<file path="src/hw/rtl/ssdm_pkg.sv">
// shared types and constants for the suffix dictionary matcher
`default_nettype none
package ssdm_pkg;
  localparam int NodeCount  = 1024;
  localparam int MaxWordLen = 32;
  localparam int Alphabet   = 26;
  localparam int NodeW      = $clog2(NodeCount);
  localparam int FreeW      = $clog2(NodeCount + 1);
  localparam int LenW       = $clog2(MaxWordLen + 1);
  localparam int PosW       = (MaxWordLen > 1) ? $clog2(MaxWordLen) : 1;
  localparam int LetterW    = 5;
  localparam int LetW       = $clog2(Alphabet);
  localparam int SlotCount  = NodeCount * Alphabet;
  localparam int SlotW      = $clog2(SlotCount);

  localparam logic [1:0] StatusOk   = 2'd0;
  localparam logic [1:0] StatusFull = 2'd1;
  localparam logic [1:0] StatusLong = 2'd2;

  typedef enum logic [3:0] {
    StClear, StIdle, StInsRead, StInsWait, StInsDo,
    StQryStart, StQryRead, StQryWait, StQryStep, StDone
  } state_e;

  typedef struct packed {
    logic clear_step;
    logic load;
    logic ins_read;
    logic ins_do;
    logic qry_start;
    logic qry_read;
    logic qry_step;
  } cmd_t;

  typedef struct packed {
    logic clear_last;
    logic is_query;
    logic qry_stop;
  } sts_t;
endpackage
`default_nettype wire

</file>
<file path="src/hw/rtl/ssdm_ctrl.sv">
// sequencing state machine for the matcher
`default_nettype none
module ssdm_ctrl (
  input  wire logic          clk_i,
  input  wire logic          rst_ni,
  input  wire logic          in_valid_i,
  output logic               in_ready_o,
  output logic               out_valid_o,
  input  wire logic          out_ready_i,
  output ssdm_pkg::cmd_t     cmd_o,
  input  wire ssdm_pkg::sts_t sts_i
);
  ssdm_pkg::state_e state_q, state_d;

  always_ff @(posedge clk_i or negedge rst_ni) begin
    if (!rst_ni) state_q <= ssdm_pkg::StClear;
    else         state_q <= state_d;
  end

  always_comb begin
    state_d = state_q;
    unique case (state_q)
      ssdm_pkg::StClear:    if (sts_i.clear_last) state_d = ssdm_pkg::StIdle;
      ssdm_pkg::StIdle: begin
        if (in_valid_i) state_d = ssdm_pkg::StInsRead;
      end
      ssdm_pkg::StInsRead: begin
        state_d = sts_i.is_query ? ssdm_pkg::StQryStart : ssdm_pkg::StInsWait;
      end
      ssdm_pkg::StInsWait:  state_d = ssdm_pkg::StInsDo;
      ssdm_pkg::StInsDo:    state_d = ssdm_pkg::StDone;
      ssdm_pkg::StQryStart: state_d = ssdm_pkg::StQryRead;
      ssdm_pkg::StQryRead: begin
        state_d = sts_i.qry_stop ? ssdm_pkg::StDone : ssdm_pkg::StQryWait;
      end
      ssdm_pkg::StQryWait:  state_d = ssdm_pkg::StQryStep;
      ssdm_pkg::StQryStep: begin
        state_d = sts_i.qry_stop ? ssdm_pkg::StDone : ssdm_pkg::StQryRead;
      end
      ssdm_pkg::StDone: if (out_ready_i) state_d = ssdm_pkg::StIdle;
      default:              state_d = ssdm_pkg::StIdle;
    endcase
  end

  always_comb begin
    cmd_o = '0;
    in_ready_o = 1'b0;
    out_valid_o = 1'b0;
    unique case (state_q)
      ssdm_pkg::StClear:    cmd_o.clear_step = 1'b1;
      ssdm_pkg::StIdle: begin
        in_ready_o = 1'b1;
        cmd_o.load = in_valid_i;
      end
      ssdm_pkg::StInsRead:  cmd_o.ins_read = 1'b1;
      ssdm_pkg::StInsDo:    cmd_o.ins_do = 1'b1;
      ssdm_pkg::StQryStart: cmd_o.qry_start = 1'b1;
      ssdm_pkg::StQryRead:  cmd_o.qry_read = 1'b1;
      ssdm_pkg::StQryStep:  cmd_o.qry_step = 1'b1;
      ssdm_pkg::StDone:     out_valid_o = 1'b1;
      default: ;
    endcase
  end
endmodule
`default_nettype wire

</file>
<file path="config.mk">
export PLATFORM = sky130hd
export DESIGN_NAME = ssdm_ctrl
export DESIGN_NICKNAME = d
export VERILOG_FILES = /design/src/hw/rtl/ssdm_pkg.sv /design/src/hw/rtl/ssdm_ctrl.sv
export SDC_FILE = /design/constraint.sdc
export NUM_CORES = 1
export LEC_CHECK = 0
export BUFFER_PORTS_ARGS = -buffer_cell sky130_fd_sc_hd__buf_2
export CAP_MARGIN = 20
export CORE_AREA = 3 3 40 42
export DETAILED_ROUTE_END_ITERATION = 10
export DIE_AREA = 0 0 43 45
export HOLD_SLACK_MARGIN = 0.05
export PLACE_DENSITY_LB_ADDON = 0.08
export SETUP_SLACK_MARGIN = 0.05
export SYNTH_ARGS = -nofsm -noshare
export SYNTH_HDL_FRONTEND = slang
export SYNTH_SLANG_ARGS = --single-unit
</file>
<file path="constraint.sdc">
create_clock -name clk_i -period 3 [get_ports clk_i]
set_input_delay 0.6 -clock clk_i [delete_from_list [all_inputs] [get_ports clk_i]]
set_output_delay 0.6 -clock clk_i [all_outputs]
set_load 0.01 [all_outputs]
</file>
==> results.toml <==
[outcome]
status = "finished clean"

[logic_synthesis]
ys_ff_latch = 4
yosysWarningCount = 0
synth.cell_area_sq_um = 335
synth_area_per_cell_sq_um = 7.62
synth_top_area_share_pct = 29.9
synth_edf_count = 0
yosys.area.top_type = "dfrtp_1"
postSynthCellCount = 44
ys_seq_area_share_pct = 29.9
async_flop_share_pct = 100
synthesis.nets = 51
synthFlopType = "dfrtp_1"
synth.distinct_cells = 24
synth_top_cells_by_count = "nor2_1 (7), nor3_1 (5), dfrtp_1 (4)"
yosysMostFrequentCell = "nor2_1"
synthTopCellsByArea = "dfrtp_1 (30%), nor2_1 (7.8%), nor3_1 (7.5%), nand2b_1 (5.6%), a21oi_1 (4.5%)"

[detailed_routing]
first_iter_violations = 8
drc = 0
ant_nets = 0
viasPerCell = 5.12
wl_per_cell_microns = 11.6
drt_wl_total_microns = 845
num_vias = 374
firstDrtPassIters = 4

[global_routing]
grt-ovfl-total = 0
grt.total_usage_pct = 9.78
grt_max_degree = 14
antenna_found_initial = 0
grt_pass1_vias = 308
grt_pass1_wl_microns = 1340

[floorplanning]
core_sq_um = 1280
die_x_microns = 43
start_util_pct = 26.1
die_area_sq_um = 1940
row_count = 13
die_y_microns = 45
io_pins = 16

[cts]
root_buffer = "clkbuf_4"
clock_latency_ps = 230
cts_buffer_depth = 2
post_cts_resized = 0
cts_tree = "built"
cts_sinks = 4
cts_buffers = 3
htreeDepth = 1
ctsHoldBuffers = 0
postCtsSetupBuffers = 0
clkTransAtPathRegs_ps = 40

[timing]
hold_viol = 0
max_freq_ghz = 0.487
holdWs_ps = 165
tightest_slew_ps = 353
min_period_ps = 2050
clock_skew_ps = 3.07
rsz0062_at_grt = "false"
finalSetupTns_ps = 0
drv_slew = 0
max_slew_margin_pct = 75.9
setup_viol = 0
fin_crit_sh_pct = 68.5

[worst_hold_path]
hold_class = "primary input to async pin"

[setup_path]
r2r_slack_ps = 1630
startpoint = "state_q[0]$_DFFE_PN0P_"
r2r_start = "state_q[1]$_DFFE_PN0P_"
crit_slowest_cell = "dfrtp_1"
end_kind = "output port"
cp_cell_sequence = "or2b_1 -> nor3_2 -> and2_1 -> buf_2"
cpPeakStageDelay_ps = 530
crit_arrival_ps = 1450
critPathMaxFanout = 13
crit_type = "register to output port"
startpoint_type = "register"
critPathTopFamily = "simple AND/OR/NAND/NOR gates"
critical_path_buf_inv_count = 1
cp.required_ps = 2400

[final_layout]
drive_above_1_share_pct = 34.5
n_antenna_cell = 0
regMostFlops = "state_q"
syn2layout_area_growth_pct = 26.9
top_regs = "state_q x4"
postLayoutCoreUtil_pct = 33.1
largest_register_ffs = 4
nets = 67

[power]
internal_power_w = 0.000218
worst_ir_drop_vdd_uv = 373
power_density_nw_per_um2 = 945
swShare_pct = 45.8
p_sw_w = 0.000184
finalPower_w = 0.000402
pwr-share-clk_pct = 15.8
comb_power_share_pct = 50.5
seqPwrFrac_pct = 33.6
leakagePower_nw = 0.206

[flow_run]
maxCapViolations = 0

[placement]
dp_hpwl_microns = 656
gp_congestion = 0.719
io_buffers = 15
[logic make-up (layout without fill, tap and decap cells)]
kind of cell / count (synthesis) / in the layout / synth area share, %
flops: 4 / 4 / 29.9
simple gates: 25 / 25 / 39.9
compound gates: 9 / 9 / 17.9
mux: 1 / 1 / 3.36
buf+inv: 5 / 19 / 8.95
[routing by layer]
| metal | global-route usage (%) | part of all wire [%] | routed length [microns] | up-vias |
|---|---|---|---|---|
| li1 | - | - | - | 188 |
| met1 | 11.2 | 44 | 369 | 171 |
| met2 | 14.1 | 48 | 409 | 15 |
| met3 | 3.59 | 7.8 | 66 | 0 |
| met4 | 9.04 | 0 | 0 | 0 |
| met5 | 0 | 0 | 0 | - |
[layout by cell type (no fill, tap or decap)]
master	instances
a2111oi_0	1
a211oi_1	1
a21oi_1	3
and2_1	1
buf_2	15
clkbuf_4	3
dfrtp_1	4
inv_1	1
mux2_2	1
nand2_1	2
nand2b_1	3
nand4_1	1
nor2_1	7
nor2b_1	1
nor3_1	5
nor3_2	1
nor4_1	1
o21ai_0	1
o22ai_1	1
o31ai_1	1
o32a_1	1
or2_1	1
or2b_1	1
or4_1	1
[stage by stage]
stage / setup WS, ps / cell area [sq um] / instances
6_report: 945 / 425 / 73
3_3_place_gp: 1200 / 403 / 70
2_1_floorplan: 1200 / 335 / 44
4_1_cts: 927 / 425 / 73
5_1_grt: 830 / 425 / 73
3_5_place_dp: 1170 / 403 / 70
[cell type report]
cell class	instances	area [sq um]
well taps	15	18.8
repair buffers	15	75.1
multi-input cells	35	205
fillers	152	860
clock buffers	3	22.5
inverters	1	3.75
flip-flops and latches	4	100
[path summary, 6_finish.rpt]
path / end / depth (start not counted)
setup / recovery: cmd_o[5] / 4
hold / removal: state_q[3]$_DFFE_PN0P_ / 1
setup reg to reg: state_q[0]$_DFFE_PN0P_ / 3
hold reg to reg: state_q[3]$_DFFE_PN0P_ / 2
max in group asynchronous: state_q[1]$_DFFE_PN0P_ / 1
min in group clk_i: state_q[0]$_DFFE_PN0P_ / 4
[power by group through the flow]
stage | sequential [W] | combinational (W) | clock, W
final | 0.000135 | 0.000203 | 0.0000637
after detailed placement | 0.000136 | 0.000207 | 0
after floorplan | 0.0000866 | 0.000207 | 0
after global placement | 0.000138 | 0.000210 | 0
after CTS | 0.000135 | 0.000207 | 0.0000683
after global routing | 0.000142 | 0.000231 | 0.0000721
No activity file was read; power rests on OpenSTA's default activity.
